$ cat src/design/irdi_pkg.sv
// ----------------------------------------------------------------------------
// irdi_pkg
// Shared types, constants and tables for the IR ADC to distance interpolator.
// ----------------------------------------------------------------------------
`default_nettype none

package irdi_pkg;

    localparam int NUM_PTS = 6;                  // calibration points
    localparam int PT_W    = 12;                 // ADC sample / point width
    localparam int DIST_W  = 7;                  // distance in cm
    localparam int DIFF_W  = 6;                  // far_dist - near_dist, at most 40
    localparam int QUO_W   = 6;                  // quotient never exceeds 40
    localparam int SEG_W   = 3;                  // segment / register index
    localparam int REM_W   = DIFF_W + PT_W;      // product diff * num
    localparam int DSH_W   = PT_W + QUO_W - 1;   // divisor aligned to top quotient bit
    localparam int CLP_W   = PT_W + 6;           // 51 * 4095 fits 18 bits

    localparam logic [DIST_W-1:0] DIST_NEAR = DIST_W'(9);
    localparam logic [DIST_W-1:0] DIST_FAR  = DIST_W'(80);

    typedef logic [NUM_PTS-1:0][PT_W-1:0] pts_t;

    // One request moving down the divider chain
    typedef struct packed {
        logic              valid;
        logic [DIST_W-1:0] near_d;
        logic [REM_W-1:0]  rem;
        logic [DSH_W-1:0]  den_sh;
        logic [QUO_W-1:0]  quo;
    } irdi_cell_t;

    function automatic logic [DIST_W-1:0] dist_of(input logic [SEG_W-1:0] seg);
        logic [DIST_W-1:0] d;
        case (seg)
            3'd0:    d = DIST_W'(9);
            3'd1:    d = DIST_W'(15);
            3'd2:    d = DIST_W'(20);
            3'd3:    d = DIST_W'(30);
            3'd4:    d = DIST_W'(40);
            3'd5:    d = DIST_W'(80);
            default: d = DIST_W'(80);
        endcase
        return d;
    endfunction

    function automatic logic [PT_W-1:0] pt_reset(input int idx);
        logic [PT_W-1:0] p;
        case (idx)
            0:       p = PT_W'(3000);
            1:       p = PT_W'(2000);
            2:       p = PT_W'(1600);
            3:       p = PT_W'(1100);
            4:       p = PT_W'(850);
            default: p = PT_W'(450);
        endcase
        return p;
    endfunction

endpackage

`default_nettype wire

$ cat src/design/irdi_front.sv
// ----------------------------------------------------------------------------
// irdi_front
// Clamp test, segment search and numerator/denominator setup (two stages).
// ----------------------------------------------------------------------------
`default_nettype none

module irdi_front (
    input  wire logic                      aclk,
    input  wire logic                      aresetn,
    input  wire logic                      en,
    input  wire logic                      in_valid,
    input  wire logic [irdi_pkg::PT_W-1:0] sample,
    input  wire irdi_pkg::pts_t            pts,
    output irdi_pkg::irdi_cell_t           cell_out
);
    import irdi_pkg::*;

    // stage A
    logic              a_valid_reg, a_valid_next;
    logic [PT_W-1:0]   a_sample_reg;
    logic [SEG_W-1:0]  a_seg_reg, a_seg_next;
    logic              a_clamp_reg, a_clamp_next;
    logic [DIST_W-1:0] a_cdist_reg, a_cdist_next;

    // stage B
    irdi_cell_t        b_reg, b_next;

    logic [CLP_W-1:0]  s50, far49, far51;
    logic [PT_W-1:0]   near_pt, far_pt, den, num, gap;
    logic [DIFF_W-1:0] diff;
    logic [DIST_W-1:0] near_d;

    always_comb begin
        s50   = CLP_W'(sample) * CLP_W'(50);
        far51 = CLP_W'(pts[NUM_PTS-1]) * CLP_W'(51);
        far49 = CLP_W'(pts[0]) * CLP_W'(49);
        a_valid_next = in_valid;
        a_clamp_next = 1'b1;
        a_cdist_next = DIST_FAR;
        if (s50 <= far51) begin
            a_cdist_next = DIST_FAR;
        end else if (s50 >= far49) begin
            a_cdist_next = DIST_NEAR;
        end else begin
            a_clamp_next = 1'b0;
        end
        // last point above the sample
        a_seg_next = '0;
        for (int i = 0; i < NUM_PTS - 1; i++) begin
            if (pts[i] > sample) begin
                a_seg_next = SEG_W'(i);
            end
        end
    end

    always_comb begin
        near_pt = pts[a_seg_reg];
        far_pt  = pts[a_seg_reg + SEG_W'(1)];
        near_d  = dist_of(a_seg_reg);
        diff    = DIFF_W'(dist_of(a_seg_reg + SEG_W'(1)) - near_d);
        den     = near_pt - far_pt;
        gap     = (a_sample_reg < near_pt) ? (near_pt - a_sample_reg) : '0;
        num     = (gap > den) ? den : gap;

        b_next.valid  = a_valid_reg;
        b_next.quo    = '0;
        if (a_clamp_reg || (near_pt <= far_pt)) begin
            // force a zero quotient
            b_next.near_d = a_clamp_reg ? a_cdist_reg : near_d;
            b_next.rem    = '0;
            b_next.den_sh = DSH_W'(1) << (QUO_W - 1);
        end else begin
            b_next.near_d = near_d;
            b_next.rem    = REM_W'(diff) * REM_W'(num);
            b_next.den_sh = DSH_W'(den) << (QUO_W - 1);
        end
    end

    always_ff @(posedge aclk) begin
        if (!aresetn) begin
            a_valid_reg <= 1'b0;
            b_reg.valid <= 1'b0;
        end else if (en) begin
            a_valid_reg <= a_valid_next;
            b_reg.valid <= b_next.valid;
        end
        if (en) begin
            a_sample_reg  <= sample;
            a_seg_reg     <= a_seg_next;
            a_clamp_reg   <= a_clamp_next;
            a_cdist_reg   <= a_cdist_next;
            b_reg.near_d  <= b_next.near_d;
            b_reg.rem     <= b_next.rem;
            b_reg.den_sh  <= b_next.den_sh;
            b_reg.quo     <= b_next.quo;
        end
    end

    assign cell_out = b_reg;

endmodule

`default_nettype wire

$ cat src/design/irdi_div_cell.sv
// ----------------------------------------------------------------------------
// irdi_div_cell
// One restoring-division step: yields one quotient bit per cell.
// ----------------------------------------------------------------------------
`default_nettype none

module irdi_div_cell (
    input  wire logic                  aclk,
    input  wire logic                  aresetn,
    input  wire logic                  en,
    input  wire irdi_pkg::irdi_cell_t  cell_in,
    output irdi_pkg::irdi_cell_t       cell_out
);
    import irdi_pkg::*;

    irdi_cell_t cell_reg, cell_next;
    logic       ge;

    always_comb begin
        ge = cell_in.rem >= REM_W'(cell_in.den_sh);
        cell_next.valid  = cell_in.valid;
        cell_next.near_d = cell_in.near_d;
        cell_next.rem    = ge ? (cell_in.rem - REM_W'(cell_in.den_sh)) : cell_in.rem;
        // hand the divisor down one bit position
        cell_next.den_sh = cell_in.den_sh >> 1;
        cell_next.quo    = {cell_in.quo[QUO_W-2:0], ge};
    end

    always_ff @(posedge aclk) begin
        if (!aresetn) begin
            cell_reg.valid <= 1'b0;
        end else if (en) begin
            cell_reg.valid <= cell_next.valid;
        end
        if (en) begin
            cell_reg.near_d <= cell_next.near_d;
            cell_reg.rem    <= cell_next.rem;
            cell_reg.den_sh <= cell_next.den_sh;
            cell_reg.quo    <= cell_next.quo;
        end
    end

    assign cell_out = cell_reg;

endmodule

`default_nettype wire

$ cat src/design/ir_adc_to_distance_interp.sv
// ----------------------------------------------------------------------------
// ir_adc_to_distance_interp
// IR range sensor ADC sample to distance in cm by piecewise linear interpolation.
// ----------------------------------------------------------------------------
// Usage:
//   s_tdata carries one 12-bit ADC sample per request; m_tdata returns one
//   7-bit distance (9..80 cm) per sample, in order.
//   Six calibration points are written through cfg_wen/cfg_index/cfg_wdata
//   (index 0 = 9 cm point ... 5 = 80 cm point); other indexes are ignored.
//   Write them only while no sample is in flight.
//   The result passes through two setup stages, six division cells (one
//   quotient bit each), and the output register.
//   Throughput: one sample per cycle unless stalled; the chain advances together.
//   When m_tready is low with a result held, the chain freezes and s_tready
//   drops; it rises again in the cycle the held result is taken.
//   Reset (aresetn low, synchronous) empties the chain and restores the
//   calibration points to 3000, 2000, 1600, 1100, 850 and 450.
// ----------------------------------------------------------------------------
`default_nettype none

module ir_adc_to_distance_interp (
    input  wire logic        aclk,
    input  wire logic        aresetn,
    input  wire logic        s_tvalid,
    output logic             s_tready,
    input  wire logic [15:0] s_tdata,   // [11:0] adc_sample, [15:12] zero
    output logic             m_tvalid,
    input  wire logic        m_tready,
    output logic [7:0]       m_tdata,   // [6:0] distance_cm, [7] zero
    input  wire logic        cfg_wen,
    input  wire logic [2:0]  cfg_index,
    input  wire logic [11:0] cfg_wdata
);
    import irdi_pkg::*;

    pts_t              pts_reg;
    logic              en;
    irdi_cell_t        chain [QUO_W+1];
    logic              m_valid_reg, m_valid_next;
    logic [DIST_W-1:0] m_dist_reg, m_dist_next;

    always_ff @(posedge aclk) begin
        if (!aresetn) begin
            for (int i = 0; i < NUM_PTS; i++) begin
                pts_reg[i] <= pt_reset(i);
            end
        end else if (cfg_wen && (cfg_index < SEG_W'(NUM_PTS))) begin
            pts_reg[cfg_index] <= cfg_wdata;
        end
    end

    // advance whenever the output slot is free or being emptied
    assign en       = !m_valid_reg || m_tready;
    assign s_tready = en;

    irdi_front u_front (
        .aclk     (aclk),
        .aresetn  (aresetn),
        .en       (en),
        .in_valid (s_tvalid),
        .sample   (s_tdata[PT_W-1:0]),
        .pts      (pts_reg),
        .cell_out (chain[0])
    );

    for (genvar k = 0; k < QUO_W; k++) begin : g_cell
        irdi_div_cell u_cell (
            .aclk     (aclk),
            .aresetn  (aresetn),
            .en       (en),
            .cell_in  (chain[k]),
            .cell_out (chain[k+1])
        );
    end

    always_comb begin
        m_valid_next = chain[QUO_W].valid;
        m_dist_next  = chain[QUO_W].near_d + DIST_W'(chain[QUO_W].quo);
    end

    always_ff @(posedge aclk) begin
        if (!aresetn) begin
            m_valid_reg <= 1'b0;
        end else if (en) begin
            m_valid_reg <= m_valid_next;
        end
    end

    always_ff @(posedge aclk) begin
        if (en) begin
            m_dist_reg <= m_dist_next;
        end
    end

    assign m_tvalid = m_valid_reg;
    assign m_tdata  = {1'b0, m_dist_reg};

endmodule

`default_nettype wire

$ cat config.mk
export PLATFORM = sky130hd
export DESIGN_NAME = ir_adc_to_distance_interp
export DESIGN_NICKNAME = d
export VERILOG_FILES = /design/src/design/irdi_pkg.sv /design/src/design/irdi_front.sv /design/src/design/irdi_div_cell.sv /design/src/design/ir_adc_to_distance_interp.sv
export SDC_FILE = /design/constraint.sdc
export NUM_CORES = 1
export LEC_CHECK = 0
export BUFFER_PORTS_ARGS = -buffer_cell sky130_fd_sc_hd__buf_4
export CAP_MARGIN = 20
export CORE_ASPECT_RATIO = 0.75
export CORE_UTILIZATION = 50
export DETAILED_ROUTE_END_ITERATION = 12
export MAX_ROUTING_LAYER = met4
export PLACE_DENSITY_LB_ADDON = 0.1
export RECOVER_POWER = 50
export SLEW_MARGIN = 0
export SYNTH_ARGS = -nofsm -noshare
export SYNTH_HDL_FRONTEND = slang
export SYNTH_HIERARCHICAL = 1
export SYNTH_SLANG_ARGS = --single-unit
$ cat constraint.sdc
create_clock -name aclk -period 11.02 [get_ports aclk]
set_input_delay 0.551 -clock aclk [delete_from_list [all_inputs] [get_ports aclk]]
set_output_delay 0.551 -clock aclk [all_outputs]
set_load 0.01 [all_outputs]
-- Yosys cells after proc, flatten, opt, wreduce, memory -nomap -nowiden
Cells that the tools add are included.
W data, S select, Z words.
- flip-flop bits (word level): 376
- input bits: 36
- add/subtract/negate cells: 10
- multipliers: 4
- $lt $le $gt $ge: 20
- equality and inequality tests: 8
- multiplexer cells: 23
- reduce and logical (&&, ||, !) cells: 7
- operators by type and width (kind ; number):
    $mux W18 ; 5
    $bmux W12 S3 ; 2
    $bwmux W72 ; 1
    $gt A12 B12 Y1 ; 5
    $mux W12 ; 5
    $mux W42 ; 1
    $demux W12 S3 ; 1
    $mul A12 B6 Y18 const B ; 2
    $pmux W7 S5 ; 1
    $pmux W6 S5 ; 1
    $sub A12 B12 Y12 ; 2
    $ge A18 B12 Y1 ; 1
    $ge A18 B13 Y1 ; 1
    $ge A18 B14 Y1 ; 1
    $ge A18 B15 Y1 ; 1
    $ge A18 B16 Y1 ; 1
    $ge A18 B17 Y1 ; 1
    $ge A18 B18 Y1 ; 1
    $le A18 B18 Y1 ; 1
    $mul A6 B12 Y18 ; 1
    $sub A18 B13 Y18 ; 1
    $sub A18 B14 Y18 ; 1
    $sub A18 B15 Y18 ; 1
    $sub A18 B16 Y18 ; 1
    20 further kinds ; 33

-- Logic depth before layout (Yosys ltp)
Gate-level depths: netlist of run 1.
- depth in word-level cells: 8
- mapped depth: 40
- gate-level depth less buffers: 34

-- By module
The synthesis of run 1 kept the hierarchy.
- modules (own cells, without submodules) (module ; times used ; cells each ; area an instance (um^2) ; sequential area each (um^2)):
    irdi_front ; 1 ; 1414 ; 12627.1 ; 1691.6
    irdi_div_cell at g_cell[0].u_cell ... ; 4 ; 230 ; 2667.6 ; 1431.4
    ir_adc_to_distance_interp ; 1 ; 377 ; 3286.9 ; 1671.6
    irdi_div_cell at g_cell[2].u_cell ; 1 ; 231 ; 2845.2 ; 1431.4
    irdi_div_cell at g_cell[1].u_cell ; 1 ; 224 ; 2648.8 ; 1431.4

-- Worst setup path before layout of run 1
OpenSTA, ideal clock, no wires.
- path kind: input -> register
- start point: input m_tready
- end point: register m_valid_reg, in the netlist m_tvalid
- library setup time: 0.522 ns
- arrival time: 9.853 ns
- data required time: 10.498 ns
- path slack: 0.645 ns
- stages on the path: 2
- path through: nand2b_1 a21boi_0
- word-level cells in the longest chain between the ends: 1
- RTL lines (item ; RTL line ; text):
    start: declaration ; ir_adc_to_distance_interp.sv:28 ; input wire logic m_tready,
    $logic_or A1 B1 Y1 ; ir_adc_to_distance_interp.sv:53 ; assign en = !m_valid_reg || m_tready;
    end signal: assignment ; ir_adc_to_distance_interp.sv:85 ; m_valid_reg <= m_valid_next;
    end: declaration ; ir_adc_to_distance_interp.sv:39 ; logic m_valid_reg, m_valid_next;
Every way passes these cells.
A chain may end at the register's enable or synchronous reset.

-- Worst setup path after layout of run 1
- start point: register u_front.a_seg_reg[0]
- end point: register u_front.b_reg (netlist bit u_front/cell_out[34]), data pin
- word-level cells in the longest chain between the ends: 7
- elaborated cells on any way between the ends: 27
- those cells by class: add/sub: 4; mul: 1; order compare: 3; eq/ne: 8; mux: 8; reduce/logical: 3
- RTL lines (item ; RTL line ; text):
    start: declaration ; irdi_front.sv:21 ; logic [SEG_W-1:0] a_seg_reg, a_seg_next;
    start signal: assignment ; irdi_front.sv:89 ; a_seg_reg <= a_seg_next;
    $add A3 B1 Y3 or $bmux W12 S3 (tied branches) ; irdi_front.sv:58, irdi_front.sv:60, irdi_front.sv:57 ;
    $bmux W12 S3 or $mux W12 (tied branches) ; irdi_front.sv:58, irdi_front.sv:57 ;
    $mux W12 (not written as such) (tied with other cells) ; irdi_front.sv:58 ; far_pt = pts[a_seg_reg + SEG_W'(1)];
    $sub A12 B12 Y12 or $mux W12 (tied branches) ; irdi_front.sv:61, irdi_front.sv:62 ;
    $gt A12 B12 Y1 ; irdi_front.sv:63 ; num = (gap > den) ? den : gap;
    $mux W12 ; irdi_front.sv:63 ;
    $mul A6 B12 Y18 ; irdi_front.sv:74 ; b_next.rem = REM_W'(diff) * REM_W'(num);
    end: declaration ; irdi_front.sv:26 ; irdi_cell_t b_reg, b_next;
Parallel ways exist; a longest one is shown, timed or not. The select of a mux whose other input is x is not followed.

==> impl_results.md, run 1 <==
* Setup_tns at 0 ns
* Part of the power in combinational logic at a little over three fifths
* Minimum clock period at about 9.9 ns
* Reg clk slew, reported paths at approximately 0.06 ns
* Switching share of power at 44.1%
* CTS buffer count at between 40 and 50
* Vias in the first global route at 20.9k
* GRT met3 Usage at roughly 4.5%
* RSZ-0062 raised after global routing: false
* Avg Inst Size Synth at between 9 and 10 sq um
* Final wirelength at roughly 74000 um
* Worst hold path type: primary input to register
* Htree depth at 2
* Share of layout cells above drive strength 1 at just under 8%
* Largest net degree at the start of global routing at ~190
* Grt ovf at 0
* Syn Std Cell Area at roughly 0.03 sq mm
* Setup Crit Path Kind: register to register
* Clock Latency Late Sink at ~0.57 ns
* Multi-input logic area at 0.0173 sq mm
* NetSw at between 4 and 5 mW
* GRT Total Usage at 25.1%
* Final hold violations at 0
* DRC Markers at 4
* 1st-iter DRT viols at 1666
* Routability cong. at approximately 0.94
* FP Rows at between 70 and 80
* Post-CTS setup buffer count at 0
* DRT Pass-1 Iters at 9
* Max VDD drop at about 0.00050 V
* Clock network power share at between 10% and 20%
* CTS Hold Bufs at 0
* Crit path required time at 11.32 ns
* PwrDens at 321 mW/mm^2
* FF-to-FF setup slack at about 1.2 ns
* Worst-Margin Slew at roughly 4.5 ns
* Flop pwr share at 23.1%
* Die H at between 200 and 250 um
* Slew margin rel. at -199%
* CTS Buffer Depth at 3
* Failing checks: design-rule violations, max-capacitance violations, max-slew violations
* Vias at between 20k and 25k
* Vias per inst at ~5.7
* Root buffer cell: clkbuf_16
* Chip Width at approximately 280 um
* First-pass GRT wire length at about 120000 um
* DP HPWL at approximately 58000 um
* Die area at between 0.06 and 0.07 sq mm
* CP arrival at 10.16 ns
* Worst Skew at ~0.026 ns
* Internal Power at between 5 and 6 mW
* Fill cells at ~5.2k
* Syn. warnings at 6
* Met1 Resource Use GR at 37.4%
* CTS resizes at 0
* Static Leak at 14.2 nW
* Final Setup Violations at 0
* Antenna violations before repair at 1
* Port bufs at 40
* Final #Nets at around 3.5k
* Status: finished with violations
* Core area at around 0.059 sq mm
* F_max at between 0.1 and 0.15 GHz
* Remaining antenna violation count at 0
* Pins Over Slew Limit at around 330
* Setup crit start kind: register
* Initial core utilization at 50.6%
* Io pins at 46
* Most Used Layer, Global Route: met1
* Fin crit share at around 90%
* Sequential cell area at 0.0105 sq mm
* Met2 Track Usage GR at between 30% and 40%
* Max reg flops at approximately 240
* Max-Cap Viols at 3
* TritonCTS clock tree: built
* CP Capture Type: register
* TritonCTS Sinks at ~380
* WHS at ~0.25 ns
* Synth Instances at roughly 3.0k
* Slowest CP cell: and2_0
* Crit-path max cell delay at ~0.86 ns
* Post-DR wirelength/cell at around 19 um
* Maximum fanout along the worst path at 50
* Layout area overhead at 7.04%
-- power groups by stage --
stage	clock network, mW	registers [mW]	logic (mW)
after CTS	1.52	2.37	6.41
final	1.49	2.36	6.40
after global placement	0	2.39	6.23
after detailed placement	0	2.40	6.34
after global routing	1.58	2.41	7.21
after floorplan	0	2.28	5.08
-- worst paths after layout --
| path | start | endpoint | depth (start not counted) |
|---|---|---|---|
| worst max-delay path | u_front/a_seg_reg[0] | u_front/cell_out[34] | 30 |
| worst min-delay path | s_tvalid | u_front/a_valid_reg | 3 |
| worst max register to register | u_front/a_seg_reg[0] | u_front/cell_out[34] | 30 |
| worst min register to register | g_cell[4].u_cell/cell_out[0] | g_cell[5].u_cell/cell_out[1] | 0 |
-- stage by stage --
| step | util [%] | std cells | power [mW] | setup slack [ns] | area [sq um] |
|---|---|---|---|---|---|
| 2_1_floorplan | - | 3003 | 7.36 | 1.50 | 29900 |
| 3_3_place_gp | 51.9 | 3735 | 8.61 | 1.40 | 30600 |
| 3_5_place_dp | 51.9 | 3735 | 8.73 | 1.31 | 30600 |
| 4_1_cts | 54.4 | 3812 | 10.3 | 1.26 | 32100 |
| 5_1_grt | 54.2 | 3812 | 11.2 | 0.597 | 32000 |
| 6_report | 54.2 | 3813 | 10.3 | 1.16 | 32000 |
-- cells in the final DEF (no fill, tap or decap), types with 9 or more instances in the layout --
master and count:
mux2_4 20, a21oi_1 187, buf_4 32, a21o_1 82, nor2b_1 50, nand2_1 232, a211oi_1 22, inv_1 356
a211o_1 14, conb_1 11, nand3_1 72, and3_1 21, clkbuf_1 27, a31oi_1 13, o31a_1 13, edfxtp_1 295
o21bai_1 9, mux4_2 24, o31ai_1 15, o21ai_0 112, or2_2 20, fa_1 81, clkbuf_16 44, ha_1 380
o21a_1 48, mux2i_1 35, a22oi_1 11, nor3_1 30, xnor2_1 62, a21boi_0 47, o211ai_1 19, dfxtp_1 81
nand4_1 34, nor2_1 209, nand2b_1 24, xor2_1 56, mux2_2 26
-- metal layers --
| metal | part of all wire [%] | up-vias |
|---|---|---|
| met5 | 0 | - |
| met2 | 41 | 559 |
| met1 | 51 | 10500 |
| met4 | 1.5 | 0 |
| li1 | - | 10700 |
| met3 | 6.7 | 73 |
-- critical path, delay by kind of cell (launching register included) --
family	cells	cell delay, ns
AOI/OAI and AO/OA	8	2.31
and+or+nand+nor	10	2.57
buffers and inverters	3	0.42
xor gates and xnor gates	1	0.13
adders and majority gates	6	2.63
DFF	1	0.51
muxes	2	0.99
-- final cells by class --
| cell class | count | area share, % |
|---|---|---|
| Clock inverter | 27 | 1.01 |
| Timing Repair Buffer | 56 | 1.09 |
| Inverter | 356 | 4.18 |
| Antenna cell | 1 | 0.00783 |
| Multi-Input combinational cell | 2157 | 54.3 |
| Clock buffer | 50 | 3.55 |
| Sequential cell | 376 | 32.8 |
| Tap cell | 790 | 3.09 |
No activity file was read; power rests on OpenSTA's default activity.
==> run 2: changes to the inputs <==
--- a/config.mk
+++ b/config.mk
@@ -5,6 +5,7 @@
 export SDC_FILE = /design/constraint.sdc
 export NUM_CORES = 1
 export LEC_CHECK = 0
+export ABC_AREA = 1
 export BUFFER_PORTS_ARGS = -buffer_cell sky130_fd_sc_hd__buf_4
 export CAP_MARGIN = 20
 export CORE_ASPECT_RATIO = 0.75
==> impl_results.md, run 2 <==
* CTS Buffer Depth at 3 (unchanged)
* Minimum clock period at 9.50 ns (-0.358 ns)
* Most common cell after layout, fill and taps aside: nand2_1
* Largest net degree at the start of global routing at 146 (-22%)
* Port bufs at 40 (unchanged)
* Commonest non-fill, non-tap cells in the layout: nand2_1 (1190), inv_1 (738), ha_1 (380)
* CTS Hold Bufs at 0 (unchanged)
* Synth Instances at 4179 (+39%)
* DP HPWL at 65400 um (+12%)
* Syn Std Cell Area at 0.0319 sq mm (+6.7%)
* Root buffer cell: clkbuf_16
* FP Rows at 79 (+2.6%)
* Ant diodes at 0 (-1)
* Remaining antenna violation count at 0 (unchanged)
* Most frequent CP cell: nand2_1
* Clock Latency Late Sink at 0.59 ns (+0.02 ns)
* Syn. warnings at 6 (unchanged)
* Status: finished with violations
* Post-DR wirelength/cell at 16.0 um (-17%)
* Core area at 0.0625 sq mm (+6.0%)
* DRC Markers at 0 (-4)
* GRT Total Usage at 26.6% (+1.4 points)
* Final hold violations at 0 (unchanged)
* Setup_tns at 0 ns (unchanged)
* Pins Over Slew Limit at 120 (-63%)
* TritonCTS Sinks at 376 (unchanged)
* Max-Cap Viols at 2 (-1)
* Avg Inst Size Synth at 7.62 sq um (-23%)
* Fin cells at 5082 (+33%)
* CTS resizes at 0 (unchanged)
* RSZ-0062 raised after global routing: false
* 1st-iter DRT viols at 2326 (+40%)
* Vias per inst at 5.08 (-11%)
* Grt ovf at 0 (unchanged)
* Max reg flops at 239 (unchanged)
* First-pass GRT wire length at 130000 um (+12%)
* Slew margin rel. at -140% (+59 points)
* Worst Skew at 0.0255 ns (-0.000949 ns)
* TritonCTS clock tree: built
* Maximum fanout along the worst path at 50 (unchanged)
* Routability cong. at 0.950 (+0.59%)
* Inst Count DP at 5010 (+34%)
* Die H at 221 um (+3.3%)
* Vias at 25.8k (+18%)
* CTS buffer count at 40 (-4.8%)
* Antenna violations before repair at 1 (unchanged)
* Final wirelength at 81400 um (+10%)
* Failing checks: max-capacitance violations, max-slew violations
* Post-CTS setup buffer count at 0 (unchanged)
* CP Capture Type: register
* Setup Crit Path Kind: register to register
* Slowest CP cell: nor2_1
* Setup crit start kind: register
* Crit path required time at 11.45 ns (+0.13 ns)
* Die area at 0.0647 sq mm (+6.6%)
* FF-to-FF setup slack at 1.52 ns (+0.36 ns)
* Crit-path max cell delay at 0.77 ns (-0.09 ns)
* Share of layout cells above drive strength 1 at 6.76% (-1.2 points)
* Worst hold path type: primary input to register
* Layout area overhead at 6.91%
* Initial core utilization at 51.0% (+0.35 points)
* Htree depth at 2 (unchanged)
* Reg clk slew, reported paths at 0.07 ns (about the same)
* Final worst slack at 1.52 ns (+0.358 ns)
* DRT Pass-1 Iters at 6 (-3)
* Final Setup Violations at 0 (unchanged)
* F_max at 0.105 GHz (+3.8%)
* Final #Nets at 4699 (+35%)
* Chip Width at 293 um (+3.3%)
* Fin crit share at 86.2% (-3.3 points)
* Placement Setup Slack at 1.75 ns (+0.442 ns)
* CP arrival at 9.93 ns (-0.23 ns)
* Vias in the first global route at 24.0k (+15%)
* Io pins at 46 (unchanged)
* Worst-Margin Slew at 3.60 ns (-0.886 ns)
run 2: critical path, delay by kind of cell (launching register included):
| family | cells | cell delay, ns |
|---|---|---|
| AND/OR/NAND/NOR | 16 | 2.77 |
| AO/OA/AOI/OAI | 5 | 0.90 |
| buffers and inverters | 7 | 1.12 |
| XOR/XNOR | 1 | 0.40 |
| adder cells (fa/ha/maj) | 8 | 3.51 |
| flip-flops | 1 | 0.64 |
run 2: area by class of cell:
| type | instances | area, sq um |
|---|---|---|
| clock buffers | 47 | 1040 |
| clock inverters | 25 | 299 |
| fillers | 6046 | 28400 |
| inverters | 785 | 2950 |
| multi-input cells | 2950 | 17900 |
| flip-flops and latches | 376 | 10500 |
| well taps | 850 | 1060 |
| repair buffers | 49 | 294 |
run 2: stage by stage:
step / cell area [sq um] / util [%] / hold slack (ns)
finish: 34100 / 54.5 / 0.231
global placement: 32900 / 52.6 / 0.401
detailed placement: 32900 / 52.6 / 0.405
CTS: 34200 / 54.7 / 0.184
global route: 34100 / 54.5 / 0.227
floorplan: 31900 / - / 0.400
run 2: final timing paths:
check / start / end / cells past startpoint
worst min register to register: g_cell[2].u_cell/cell_out[41] / g_cell[3].u_cell/cell_out[41] / 0
worst min-delay path: s_tvalid / u_front/a_valid_reg / 3
worst max-delay path: u_front/a_seg_reg[0] / u_front/cell_out[36] / 37
worst max register to register: u_front/a_seg_reg[0] / u_front/cell_out[36] / 37
run 2: layer usage:
metal  wire length [um]  up-vias  global-route usage [%]
li1                   -    13300                       -
met1              43100    11700                    41.3
met2              30600      707                    35.5
met3               6640       78                    4.98
met4               1070        0                    4.44
met5                  0        -                       -
Power of run 2 is not shown: default switching activity piles up to over one toggle a cycle in this logic, so the estimate is an artifact.
==> run 3: changes to the inputs <==
--- a/config.mk
+++ b/config.mk
@@ -7,7 +7,6 @@
 export LEC_CHECK = 0
 export ABC_AREA = 1
 export BUFFER_PORTS_ARGS = -buffer_cell sky130_fd_sc_hd__buf_4
-export CAP_MARGIN = 20
 export CORE_ASPECT_RATIO = 0.75
 export CORE_UTILIZATION = 50
 export DETAILED_ROUTE_END_ITERATION = 12
==> constraint.sdc (replaced) <==
create_clock -name aclk -period 12.3 [get_ports aclk]
set_input_delay 0.615 -clock aclk [delete_from_list [all_inputs] [get_ports aclk]]
set_output_delay 0.615 -clock aclk [all_outputs]
set_load 0.01 [all_outputs]
==> impl_results.md, run 3 (synthesized netlist as in run 2, its figures left out) <==
* DRT Pass-1 Iters at 6 (unchanged)
* CP Capture Type: register
* WHS at 0.301 ns (+0.0698 ns)
* Core area at 0.0625 sq mm (unchanged)
* RSZ-0062 raised after global routing: false
* Root buffer cell: clkbuf_16
* Chip Width at 293 um (unchanged)
* Commonest non-fill, non-tap cells in the layout: nand2_1 (1191), inv_1 (739), ha_1 (380)
* TritonCTS Sinks at 376 (unchanged)
* Port bufs at 40 (unchanged)
* Antenna violations before repair at 1 (unchanged)
* Vias at 26.0k (+0.88%)
* Slowest CP cell: edfxtp_1
* Routability cong. at 0.963 (+1.3%)
* Slew margin rel. at -132% (+7.8 points)
* CTS buffer count at 41 (+2.5%)
* Max-Cap Viols at 3 (+1)
* Layout area overhead at 6.69%
* Io pins at 46 (unchanged)
* Most frequent CP cell: nand2_1
* Fin crit share at 78.0% (-8.2 points)
* Maximum fanout along the worst path at 24 (-52%)
* Status: finished with violations
* Minimum clock period at 9.60 ns (+0.0986 ns)
* Die H at 221 um (unchanged)
* First-pass GRT wire length at 131000 um (+0.60%)
* 1st-iter DRT viols at 2124 (-8.7%)
* F_max at 0.104 GHz (-1.0%)
* Final Setup Violations at 0 (unchanged)
* Remaining antenna violation count at 0 (unchanged)
* Setup crit start kind: register
* Vias in the first global route at 24.5k (+2.2%)
* CTS Buffer Depth at 3 (unchanged)
* Initial core utilization at 51.0% (unchanged)
* Share of layout cells above drive strength 1 at 6.77% (+0.016 points)
* Max reg flops at 239 (unchanged)
* CTS Hold Bufs at 0 (unchanged)
* Worst Skew at 0.0241 ns (-0.00138 ns)
* Crit path required time at 12.72 ns (+1.27 ns)
* Crit-path max cell delay at 0.95 ns (+0.18 ns)
* TritonCTS clock tree: built
* Vias per inst at 5.12 (+0.78%)
* Post-CTS setup buffer count at 0 (unchanged)
* Ant diodes at 0 (unchanged)
* Post-DR wirelength/cell at 16.1 um (+0.55%)
* Clock Latency Late Sink at 0.59 ns (about the same)
* Final hold violations at 0 (unchanged)
* CP arrival at 10.02 ns (+0.09 ns)
* Htree depth at 2 (unchanged)
* GRT Total Usage at 26.8% (+0.20 points)
* Most common cell after layout, fill and taps aside: nand2_1
* FP Rows at 79 (unchanged)
* DRC Markers at 0 (unchanged)
* Placed Instance Area at 0.0329 sq mm (about the same)
* Worst-Margin Slew at 3.48 ns (-0.117 ns)
* DP HPWL at 65500 um (+0.17%)
* Grt ovf at 0 (unchanged)
* Pins Over Slew Limit at 203 (+69%)
* Post-route design area at 0.0340 sq mm (-0.20%)
* Setup Crit Path Kind: register to register
* Final wirelength at 81900 um (+0.65%)
* Setup_tns at 0 ns (unchanged)
* CTS resizes at 0 (unchanged)
* Largest net degree at the start of global routing at 82 (-44%)
* Failing checks: max-capacitance violations, max-slew violations
* Worst hold path type: primary input to register
* Reg clk slew, reported paths at 0.06 ns (about the same)
* Final #Nets at 4703 (+0.085%)
* Die area at 0.0647 sq mm (unchanged)
[run 3: cell count changes in the layout (fill, tap and decap cells not counted), moves of 2 or more]
cell	previous run	this run
buf_4	25	28
bufinv_16	5	2
clkinv_1	13	15
clkinv_2	8	10
clkinv_4	1	6
inv_6	4	2
[run 3: worst max-delay path: cells and delay by family, from the launching register on]
| family | cells | cell delay [ns] |
|---|---|---|
| and+or+nand+nor | 14 | 2.63 |
| AOI/OAI and AO/OA | 6 | 1.12 |
| adders and majority gates | 8 | 3.50 |
| xor gates and xnor gates | 1 | 0.35 |
| buffers and inverters | 5 | 0.86 |
| DFF | 1 | 0.95 |
[run 3: final timing paths]
check                                             startpoint                            to  slack, ns  cells past startpoint
worst min-delay path                                s_tvalid           u_front/a_valid_reg       0.30                      3
worst max register to register          u_front/a_seg_reg[2]          u_front/cell_out[35]       2.70                     34
worst max-delay path                    u_front/a_seg_reg[2]          u_front/cell_out[35]       2.70                     34
worst min register to register  g_cell[2].u_cell/cell_out[1]  g_cell[3].u_cell/cell_out[2]       0.40                      0
[run 3: per-stage QoR]
stage	setup WS, ns	std cells	utilization [%]
2_1_floorplan	4.30	4183	-
3_3_place_gp	2.95	5013	52.6
5_1_grt	2.04	5087	54.4
6_report	2.70	5087	54.4
3_5_place_dp	3.11	5013	52.6
4_1_cts	3.06	5087	54.7
[run 3: area by class of cell]
type | instances | area, sq um
Multi-Input combinational cell | 2950 | 17900
Timing Repair Buffer | 52 | 300
Inverter | 785 | 2950
Fill cell | 6185 | 28500
Sequential cell | 376 | 10500
Clock inverter | 28 | 233
Tap cell | 850 | 1060
Clock buffer | 46 | 1040
[run 3: layer usage]
layer  vias to the layer above  global-route usage [%]  part of all wire (%)
met5                         -                       -                     0
met4                         0                    5.14                   1.7
met3                        91                    5.87                   8.5
met2                       726                    36.4                    38
met1                     11900                    40.3                    52
li1                      13300                       -                     -
Power of run 3 is left out for the same reason.
